$ cat config.mk
export PLATFORM = sky130hd
export DESIGN_NAME = rdc_lz_ctrl
export DESIGN_NICKNAME = d
export VERILOG_FILES = /design/src/rtl/core/rdc_lz_pkg.sv /design/src/rtl/core/rdc_lz_ctrl.sv
export SDC_FILE = /design/constraint.sdc
export NUM_CORES = 1
export LEC_CHECK = 0
export BUFFER_PORTS_ARGS = -buffer_cell sky130_fd_sc_hd__buf_2
export CORE_UTILIZATION = 64
export DETAILED_ROUTE_END_ITERATION = 10
export PLACE_DENSITY_LB_ADDON = 0.25
export SETUP_SLACK_MARGIN = 0.15
export SYNTH_ARGS = -nofsm -noshare
export SYNTH_HDL_FRONTEND = slang
export SYNTH_SLANG_ARGS = --single-unit
$ cat constraint.sdc
create_clock -name clk -period 13.1 [get_ports clk]
set_input_delay 3.275 -clock clk [delete_from_list [all_inputs] [get_ports clk]]
set_output_delay 3.275 -clock clk [all_outputs]
set_load 0.005 [all_outputs]
$ cat src/rtl/core/rdc_lz_pkg.sv
// Shared types, codes and constants of the packed-stream decoder.
package rdc_lz_pkg;

	localparam int unsigned WINDOW_DEPTH_DEF = 8192;
	localparam int unsigned SIZE_W = 24;
	localparam int unsigned CNT_W = 13;

	localparam logic [CNT_W-1:0] SHORT_RUN_BIAS = 13'd3;
	localparam logic [CNT_W-1:0] LONG_RUN_BIAS = 13'd19;
	localparam logic [CNT_W-1:0] LONG_COPY_BIAS = 13'd16;
	localparam logic [CNT_W-1:0] DIST_BIAS = 13'd3;
	localparam logic [4:0] CTRL_BITS = 5'd16;

	localparam logic [3:0] CODE_SHORT_RUN = 4'd0;
	localparam logic [3:0] CODE_LONG_RUN = 4'd1;
	localparam logic [3:0] CODE_LONG_COPY = 4'd2;

	localparam logic OP_BYTE = 1'b0;
	localparam logic OP_ADV = 1'b1;

	localparam logic CFG_PACKED_SIZE = 1'b0;
	localparam logic CFG_RAW_SIZE = 1'b1;

	localparam logic [1:0] WANT_BYTE = 2'd0;
	localparam logic [1:0] WANT_ADV = 2'd1;
	localparam logic [1:0] WANT_DONE = 2'd2;
	localparam logic [1:0] WANT_ERR = 2'd3;

	typedef enum logic [3:0] {
		PH_FLAG = 4'd0,
		PH_CTRL_HI = 4'd1,
		PH_CTRL_LO = 4'd2,
		PH_LIT = 4'd3,
		PH_TOKEN = 4'd4,
		PH_RS_CHAR = 4'd5,
		PH_RL_HI = 4'd6,
		PH_RL_CHAR = 4'd7,
		PH_CP_DIST = 4'd8,
		PH_CP_LONG = 4'd9,
		PH_RUN = 4'd10,
		PH_COPY = 4'd11,
		PH_END = 4'd12
	} phase_t;

	typedef struct packed {
		phase_t phase;
		logic [15:0] cw;
		logic [4:0] bits;
		logic err;
	} dec_state_t;

	typedef struct packed {
		logic has_byte;
		logic from_mem;
		logic [7:0] lit;
		logic [1:0] want;
	} res_t;

endpackage

$ cat src/rtl/core/rdc_lz_ctrl.sv
// Token decoder: control word, counters, run and copy sequencing, window addressing.
module rdc_lz_ctrl #(
	parameter int unsigned WINDOW_DEPTH = rdc_lz_pkg::WINDOW_DEPTH_DEF,
	parameter int unsigned AW = $clog2(WINDOW_DEPTH)
) (
	input logic clk,
	input logic arst_n,
	input logic in_acc,
	input logic op,
	input logic [7:0] byte_in,
	input logic cfg_we,
	input logic cfg_index,
	input logic [rdc_lz_pkg::SIZE_W-1:0] cfg_wdata,
	output logic rd_en,
	output logic [AW-1:0] rd_addr,
	output logic [AW-1:0] wr_addr,
	output rdc_lz_pkg::res_t res
);
	import rdc_lz_pkg::*;

	localparam logic [AW-1:0] LAST_ADDR = AW'(WINDOW_DEPTH - 1);
	localparam logic [AW-1:0] DEPTH_A = AW'(WINDOW_DEPTH);
	localparam logic [16:0] DEPTH_W = 17'(WINDOW_DEPTH);

	function automatic dec_state_t settle(input dec_state_t s, input logic [SIZE_W-1:0] oc,
		input logic [SIZE_W-1:0] pc, input logic [SIZE_W-1:0] raw_sz,
		input logic [SIZE_W-1:0] pk_sz);
		dec_state_t r;
		r = s;
		if (r.phase == PH_FLAG) begin
			if (oc == raw_sz) begin
				r.phase = PH_END;
			end else if (r.bits == 5'd0) begin
				r.phase = PH_CTRL_HI;
			end else begin
				r.phase = r.cw[15] ? PH_TOKEN : PH_LIT;
				r.cw = {r.cw[14:0], 1'b0};
				r.bits = r.bits - 5'd1;
			end
		end
		if (r.phase == PH_CTRL_HI) begin
			if ({1'b0, pc} + 25'd1 >= {1'b0, pk_sz}) begin
				r.err = 1'b1;
				r.phase = PH_END;
			end
		end else if (r.phase inside {[PH_CTRL_LO:PH_CP_LONG]}) begin
			if (pc >= pk_sz) begin
				r.err = 1'b1;
				r.phase = PH_END;
			end
		end
		return r;
	endfunction

	dec_state_t st_q, st_a, st_n, st_b;
	logic [SIZE_W-1:0] pk_size_q, raw_size_q;
	logic [SIZE_W-1:0] pc_q, pc_n, oc_q, oc_n;
	logic [AW-1:0] wp_q, wp_n;
	logic [3:0] code_q, code_n;
	logic [CNT_W-1:0] rr_q, rr_n, dist_q, dist_n;
	logic [7:0] fill_q, fill_n;
	logic over_raw, too_far;
	logic [AW-1:0] dist_mod;
	logic emit_byte, emit_mem;
	logic [7:0] emit_lit;

	always_ff @(posedge clk or negedge arst_n) begin
		if (!arst_n) begin
			pk_size_q <= '0;
			raw_size_q <= '0;
		end else if (cfg_we) begin
			if (cfg_index == CFG_PACKED_SIZE) begin
				pk_size_q <= cfg_wdata;
			end else begin
				raw_size_q <= cfg_wdata;
			end
		end
	end

	// source address of a copy, distance taken modulo the window depth
	always_comb begin
		dist_mod = (17'(dist_q) == DEPTH_W) ? '0 : AW'(dist_q);
		if (wp_q >= dist_mod) begin
			rd_addr = wp_q - dist_mod;
		end else begin
			rd_addr = wp_q + DEPTH_A - dist_mod;
		end
	end

	assign wr_addr = wp_q;

	always_comb begin
		st_a = settle(st_q, oc_q, pc_q, raw_size_q, pk_size_q);
		st_n = st_a;
		pc_n = pc_q;
		oc_n = oc_q;
		wp_n = wp_q;
		code_n = code_q;
		rr_n = rr_q;
		dist_n = dist_q;
		fill_n = fill_q;
		emit_byte = 1'b0;
		emit_mem = 1'b0;
		emit_lit = 8'd0;
		over_raw = 1'b0;
		too_far = 1'b0;

		if (op == OP_BYTE && st_a.phase inside {[PH_CTRL_HI:PH_CP_LONG]}) begin
			pc_n = pc_q + 24'd1;
			case (st_a.phase)
				PH_CTRL_HI: begin
					st_n.cw = {byte_in, 8'h00};
					st_n.phase = PH_CTRL_LO;
				end
				PH_CTRL_LO: begin
					st_n.cw = {st_a.cw[15:8], byte_in};
					st_n.bits = CTRL_BITS;
					st_n.phase = PH_FLAG;
				end
				PH_LIT: begin
					emit_byte = 1'b1;
					emit_lit = byte_in;
					st_n.phase = PH_FLAG;
				end
				PH_TOKEN: begin
					code_n = byte_in[7:4];
					if (byte_in[7:4] == CODE_SHORT_RUN) begin
						rr_n = {9'd0, byte_in[3:0]} + SHORT_RUN_BIAS;
						st_n.phase = PH_RS_CHAR;
					end else if (byte_in[7:4] == CODE_LONG_RUN) begin
						rr_n = {9'd0, byte_in[3:0]};
						st_n.phase = PH_RL_HI;
					end else begin
						dist_n = {9'd0, byte_in[3:0]};
						st_n.phase = PH_CP_DIST;
					end
				end
				PH_RS_CHAR, PH_RL_CHAR: begin
					fill_n = byte_in;
					over_raw = {1'b0, oc_q} + 25'(rr_q) > {1'b0, raw_size_q};
					st_n.phase = PH_RUN;
				end
				PH_RL_HI: begin
					rr_n = {1'b0, byte_in, rr_q[3:0]} + LONG_RUN_BIAS;
					st_n.phase = PH_RL_CHAR;
				end
				PH_CP_DIST: begin
					dist_n = {1'b0, byte_in, dist_q[3:0]} + DIST_BIAS;
					if (code_q == CODE_LONG_COPY) begin
						st_n.phase = PH_CP_LONG;
					end else begin
						rr_n = {9'd0, code_q};
						too_far = 24'(dist_n) > oc_q;
						over_raw = {1'b0, oc_q} + 25'(code_q) > {1'b0, raw_size_q};
						st_n.phase = PH_COPY;
					end
				end
				PH_CP_LONG: begin
					rr_n = {5'd0, byte_in} + LONG_COPY_BIAS;
					too_far = 24'(dist_q) > oc_q;
					over_raw = {1'b0, oc_q} + 25'(rr_n) > {1'b0, raw_size_q};
					st_n.phase = PH_COPY;
				end
				default: begin
					st_n.phase = st_a.phase;
				end
			endcase
			if (over_raw || too_far) begin
				st_n.err = 1'b1;
				st_n.phase = PH_END;
			end
		end else if (op == OP_ADV && (st_a.phase == PH_RUN || st_a.phase == PH_COPY)) begin
			emit_byte = 1'b1;
			if (st_a.phase == PH_RUN) begin
				emit_lit = fill_q;
			end else begin
				emit_mem = 1'b1;
			end
			rr_n = rr_q - 13'd1;
			if (rr_q == 13'd1) begin
				st_n.phase = PH_FLAG;
			end
		end

		// advance output count and window pointer on every emitted byte
		if (emit_byte) begin
			oc_n = oc_q + 24'd1;
			wp_n = (wp_q == LAST_ADDR) ? '0 : wp_q + AW'(1);
		end

		st_b = settle(st_n, oc_n, pc_n, raw_size_q, pk_size_q);
	end

	always_comb begin
		res.has_byte = emit_byte;
		res.from_mem = emit_mem;
		res.lit = emit_lit;
		rd_en = emit_mem & in_acc;
		if (st_b.phase == PH_END) begin
			res.want = st_b.err ? WANT_ERR : WANT_DONE;
		end else if (st_b.phase == PH_RUN || st_b.phase == PH_COPY) begin
			res.want = WANT_ADV;
		end else begin
			res.want = WANT_BYTE;
		end
	end

	always_ff @(posedge clk or negedge arst_n) begin
		if (!arst_n) begin
			st_q <= '{phase: PH_FLAG, cw: 16'd0, bits: 5'd0, err: 1'b0};
			pc_q <= '0;
			oc_q <= '0;
			wp_q <= '0;
			code_q <= '0;
			rr_q <= '0;
			dist_q <= '0;
			fill_q <= '0;
		end else if (in_acc) begin
			st_q <= st_b;
			pc_q <= pc_n;
			oc_q <= oc_n;
			wp_q <= wp_n;
			code_q <= code_n;
			rr_q <= rr_n;
			dist_q <= dist_n;
			fill_q <= fill_n;
		end
	end

endmodule

# [Word level (Yosys, flattened, before mapping)]
# Index checks and enable logic that the tools add are counted.
[totals] reg_bits=173 latchBits=0 ramBits=0 rom_bits=0 in_bits=38 mem_count=0
[op_classes] addsub=16 n_mul=0 n_div=0 magnitude_cmp=15 eq_ne=27 shift=0 mux=71 n_bitwise=3 n_reduce_logical=24
[ops] operator="2-to-1 mux 13 bit" count=8
[ops] operator="2-to-1 mux 21 bit" count=4
[ops] operator="> comparator 25 x 24 -> 1 bit" count=3
[ops] operator="2-to-1 mux 4 bit" count=16
[ops] operator="one-hot mux 13 bit (4 select lines)" count=1
[ops] operator="adder 24 x 1 -> 25 bit, second input constant" count=2
[ops] operator=">= comparator 25 x 24 -> 1 bit" count=2
[ops] operator="2-to-1 mux 25 bit" count=2
[ops] operator="adder 24 x 1 -> 24 bit, second input constant" count=2
[ops] operator="== test 24 bit" count=2
[ops] operator=">= comparator 24 bit" count=2
[ops] operator="> comparator 13 x 24 -> 1 bit" count=2
[ops] operator="2-to-1 mux 24 bit" count=2
[ops] operator="2-to-1 mux 8 bit" count=4
[ops] operator="one-hot mux 16 bit (2 select lines)" count=1
[ops] operator="== test 4 bit, second input constant" count=7
[ops] operator="one-hot mux 4 bit (7 select lines)" count=1
[ops] operator="one-hot mux 13 bit (2 select lines)" count=1
[ops] operator="adder 24 x 13 -> 25 bit" count=1
[ops] operator="adder 24 x 4 -> 25 bit" count=1
[ops] operator="adder 24 x 9 -> 25 bit" count=1
[ops] operator="2-to-1 mux 22 bit" count=1
[ops] operator="2-to-1 mux 1 bit" count=21
[ops] operator="== test 4 x 1 -> 1 bit, second input constant" count=4
[ops] operator="other kinds (35)" count=65

# [Depth between registers and ports, before layout]
[depth] ltp_word=27 ltp_mapped=41 mapped_depth_nobuf=35

# [Worst setup path before layout]
# No wires, ideal clock.
[synth_timing] kind="input -> output" startpoint="input port op" endpoint="output port res[0] (netlist bit)" arrival_ps=8360 required_time_ps=9825 setup_slack_ps=1465 stages=28 path_buffers=3 path_cell_list="nor2_1 > o21a_1 > o211a_1 > buf_2 > buf_2 > buf_1 > xnor2_1 > inv_1 > ha_1 > nand2_1 > mux2i_1 > o221ai_1 > nor3_1 > maj3_1 > nand2_1 > xnor2_1 > ha_1 > a21o_1 > a21o_1 > a21oi_1 > nand2b_1 > or4_1 > a311oi_1 > o21ai_0 > a31oi_1 > a211oi_1 > mux2_4 > a311o_1"
[synth_rtl] item="from (decl)" line="rdc_lz_ctrl.sv:9" rtl="input logic op,"
[synth_rtl] item="to (decl)" line="rdc_lz_ctrl.sv:17" rtl="output rdc_lz_pkg::res_t res"

==> results.sh <==
export IMPL_vias=17440
export IMPL_p_clk_share_pct=16.6
export IMPL_grt_pass1_vias=16630
export IMPL_grt_start_max_net_pins=70
export IMPL_syn_nets=2508
export IMPL_grt_overflow=0
export IMPL_drive_gt1_share_pct=10.18
export IMPL_yosysTopAreaCell="dfrtp_1"
export IMPL_setup_tns_ns=0
export IMPL_cts_tree="yes"
export IMPL_synth_edf_count=0
export IMPL_die_w_um=172.3
export IMPL_antenna_found_initial=0
export IMPL_drt_antenna_violating_nets=0
export IMPL_die_y_um=172.3
export IMPL_yosysWarningCount=0
export IMPL_yosysMostFrequentCell="ha_1"
export IMPL_placed_area_um2=19080
export IMPL_via_per_inst=6.660
export IMPL_initial_core_util_pct=65.91
export IMPL_dr_first_iter_drc_count=1943
export IMPL_hold_viol=0
export IMPL_ys_seq_area_share_pct=23.32
export IMPL_placementRows=61
export IMPL_irDropWorstVdd_mv=0.1299
export IMPL_synth_area_leaders="dfrtp_1, ha_1, xnor2_1, nand2_1, nor2_1"
export IMPL_max_cap_viol_count=0
export IMPL_period_share_pct=96.38
export IMPL_drt_wirelength_per_cell_um=22.28
export IMPL_p_leak_nw=9.235
export IMPL_coreArea_um2=28160
export IMPL_cts_buffers=17
export IMPL_hold_buffers=0
export IMPL_synth_seq_cells=173
export IMPL_drc=0
export IMPL_grt_setup_unrepaired="false"
export IMPL_layout_nets=2516
export IMPL_slew_headroom_pct=22.99
export IMPL_cts_clk_slew_worst_paths_ns=0.07
export IMPL_setup_viol=0
export IMPL_clkSinkCount=173
export IMPL_worst_setup_path_end_kind="output pin"
export IMPL_start_kind="input pin"
export IMPL_htree_levels=4
export IMPL_syn_avg_cell_area_um2=8.365
export IMPL_syn_inst=2219
export IMPL_drt_pass1_iter_count=6
export IMPL_run_status="complete, no violations"
export IMPL_criticalPathCategory="in2out"
export IMPL_p_sw_share_pct=45.58
export IMPL_worst_path_max_fanout=9
export IMPL_cts_root_buffer="clkbuf_16"
export IMPL_p_int_mw=1.702
export IMPL_n_fill_cell=2263
export IMPL_ys_types=104
export IMPL_hold_path_class="reg2reg"
export IMPL_fmax_ghz=0.07920
export IMPL_grt_pass1_wl_um=90360
export IMPL_clockBufferDepth=2
export IMPL_clock_latency_ns=0.45
export IMPL_seqPwrFrac_pct=27.2
export IMPL_synthArstFlopShare_pct=100.0
export IMPL_boundaryPins=77
export IMPL_area_growth_pct=6.140
export IMPL_synth_area_um2=18560
export IMPL_ys_top_cells_by_count="ha_1, nand2_1, nor2_1"
export IMPL_finClkSkew_ns=0.01496
export IMPL_gp_congestion=1.046
export IMPL_p_comb_share_pct=56.2
export IMPL_worst_ep_arrival_time_ns=9.35
export IMPL_yosysTopAreaCellShare_pct=23.32
export IMPL_final_area_um2=19700
export IMPL_portBuffers=76
export IMPL_powerDensity_nw_per_um2=158.7
export IMPL_switchingPower_mw=1.426
export IMPL_dpl_hpwl_um=45960
export IMPL_dieArea_um2=29690
export IMPL_layout_min_cycle_time_ns=12.63
export IMPL_n_antenna_cell=0
export IMPL_routed_wl_um=58340
export IMPL_drv_slew=0
export IMPL_synth_top_flop_cell="dfrtp_1"
export IMPL_cp_required_ns=9.82
export IMPL_grt_use_total_pct=39.88
export IMPL_tightest_slew_ns=1.145
## power by group through the flow
stage	Combinational, mW	Clock, mW	Sequential [mW]
finish	1.76	0.519	0.850
global route	1.97	0.545	0.863
CTS	1.73	0.521	0.838
detailed placement	1.71	0	0.847
global placement	1.66	0	0.840
floorplan	1.31	0	0.751
## logic make-up (layout without fill, tap and decap cells)
logic type      count (synthesis)  in the layout  share of synthesized area, %
compound gates                512            512                         18.20
xor+xnor                      250            250                         11.84
fa+ha+maj                     252            252                         17.13
buf+inv                       217            238                         4.920
flops                         173            173                         23.32
mux                            90             90                         5.224
simple gates                  725            725                         19.37
## routing by layer
metal	GRT usage (%)	share of wire, %
met1	53.39	42
met2	61.85	44
met3	7.919	9.7
met5	0	0
met4	18.28	4.6
## placed cells by master, fill, tap and decap left out, drive strengths merged, types with 14 or more instances in the layout
| cell | netlist | layout |
|---|---|---|
| nor2b | 27 | 27 |
| xnor2 | 176 | 176 |
| clkbuf | 59 | 21 |
| a21o | 51 | 51 |
| nor4 | 27 | 27 |
| dfrtp | 173 | 173 |
| a22o | 17 | 17 |
| nand3 | 51 | 51 |
| nor2 | 181 | 181 |
| o21a | 31 | 31 |
| and3 | 28 | 28 |
| nand2 | 205 | 205 |
| inv | 111 | 115 |
| nand2b | 19 | 19 |
| o21ai | 126 | 126 |
| nand4 | 55 | 55 |
| o211ai | 14 | 14 |
| xor2 | 74 | 74 |
| nor3 | 65 | 65 |
| buf | 47 | 95 |
| ha | 247 | 247 |
| a31oi | 27 | 27 |
| a21oi | 124 | 124 |
| a211oi | 17 | 17 |
| mux2i | 41 | 41 |
| mux2 | 49 | 49 |
## sequential cells by signal, indices dropped and copies added, names as in the netlist
| signal | cells |
|---|---|
| wr_addr | 13 |
| rr_q | 13 |
| st_q | 26 |
| oc_q | 24 |
| dist_mod | 13 |
| fill_q | 8 |
| pc_q | 24 |
| raw_size_q | 24 |
| pk_size_q | 24 |
| code_q | 4 |
## stage by stage
step	hold WS (ns)	cells	worst slack (ns)	util [%]	power, mW
after CTS	0.5119	2618	0.3067	69.78	3.086
after detailed placement	0.4959	2586	0.6577	67.75	2.558
after floorplan	0.4696	2219	1.465	-	2.065
final	0.5094	2618	0.4736	69.96	3.127
after global routing	0.5331	2618	0.1711	69.96	3.374
after global placement	0.4903	2586	0.7906	67.75	2.496
## worst paths after layout
kind	startpoint	endpoint	slack [ns]	cells past startpoint
min reg2reg	fill_q[4]$_DFFE_PN0P_	fill_q[4]$_DFFE_PN0P_	0.51	1
min	fill_q[4]$_DFFE_PN0P_	fill_q[4]$_DFFE_PN0P_	0.51	1
min in group asynchronous	arst_n	pc_q[20]$_DFFE_PN0P_	2.74	1
max	byte_in[4]	res[0]	0.47	26
max reg2reg	pc_q[1]$_DFFE_PN0P_	st_q[0]$_DFFE_PN0P_	4.44	31
max in group asynchronous	arst_n	raw_size_q[6]$_DFFE_PN0P_	9.11	2
## worst max-delay path, stage by stage
cell       delay, ns
buf_2           0.18
ha_1            0.26
xor2_1          0.40
ha_1            0.37
a21o_1          0.18
a31o_2          0.21
a21oi_1         0.24
nor2b_1         0.10
o2111ai_1       0.51
nor2_1          0.14
xor2_1          0.18
ha_1            0.31
nand4_1         0.13
nor2_1          0.19
and4_1          0.26
o21a_1          0.13
o31ai_1         0.07
a222oi_1        0.35
nor2_1          0.10
o311a_1         0.21
or3_1           0.33
o311ai_1        0.16
a41o_2          0.34
mux2_4          0.33
a311o_1         0.26
buf_2           0.13
## repair_timing
action                     4_1_cts  5_1_grt
setup buffers                    0        0
gates resized for setup          0       10
setup endpoints to repair        0        2
## cell type report
class                      count  area [um^2]  share of cell area [%]
multi-input combinational   1829        13380                   67.92
sequential                   173         4329                   21.97
timing repair buffer          95        529.3                   2.686
tap                          378        473.0                   2.400
clock buffer                  21        440.4                   2.235
inverter                     111        416.7                   2.115
clock inverter                11        132.6                  0.6731
Note: power is estimated with default switching activity, not from simulation.
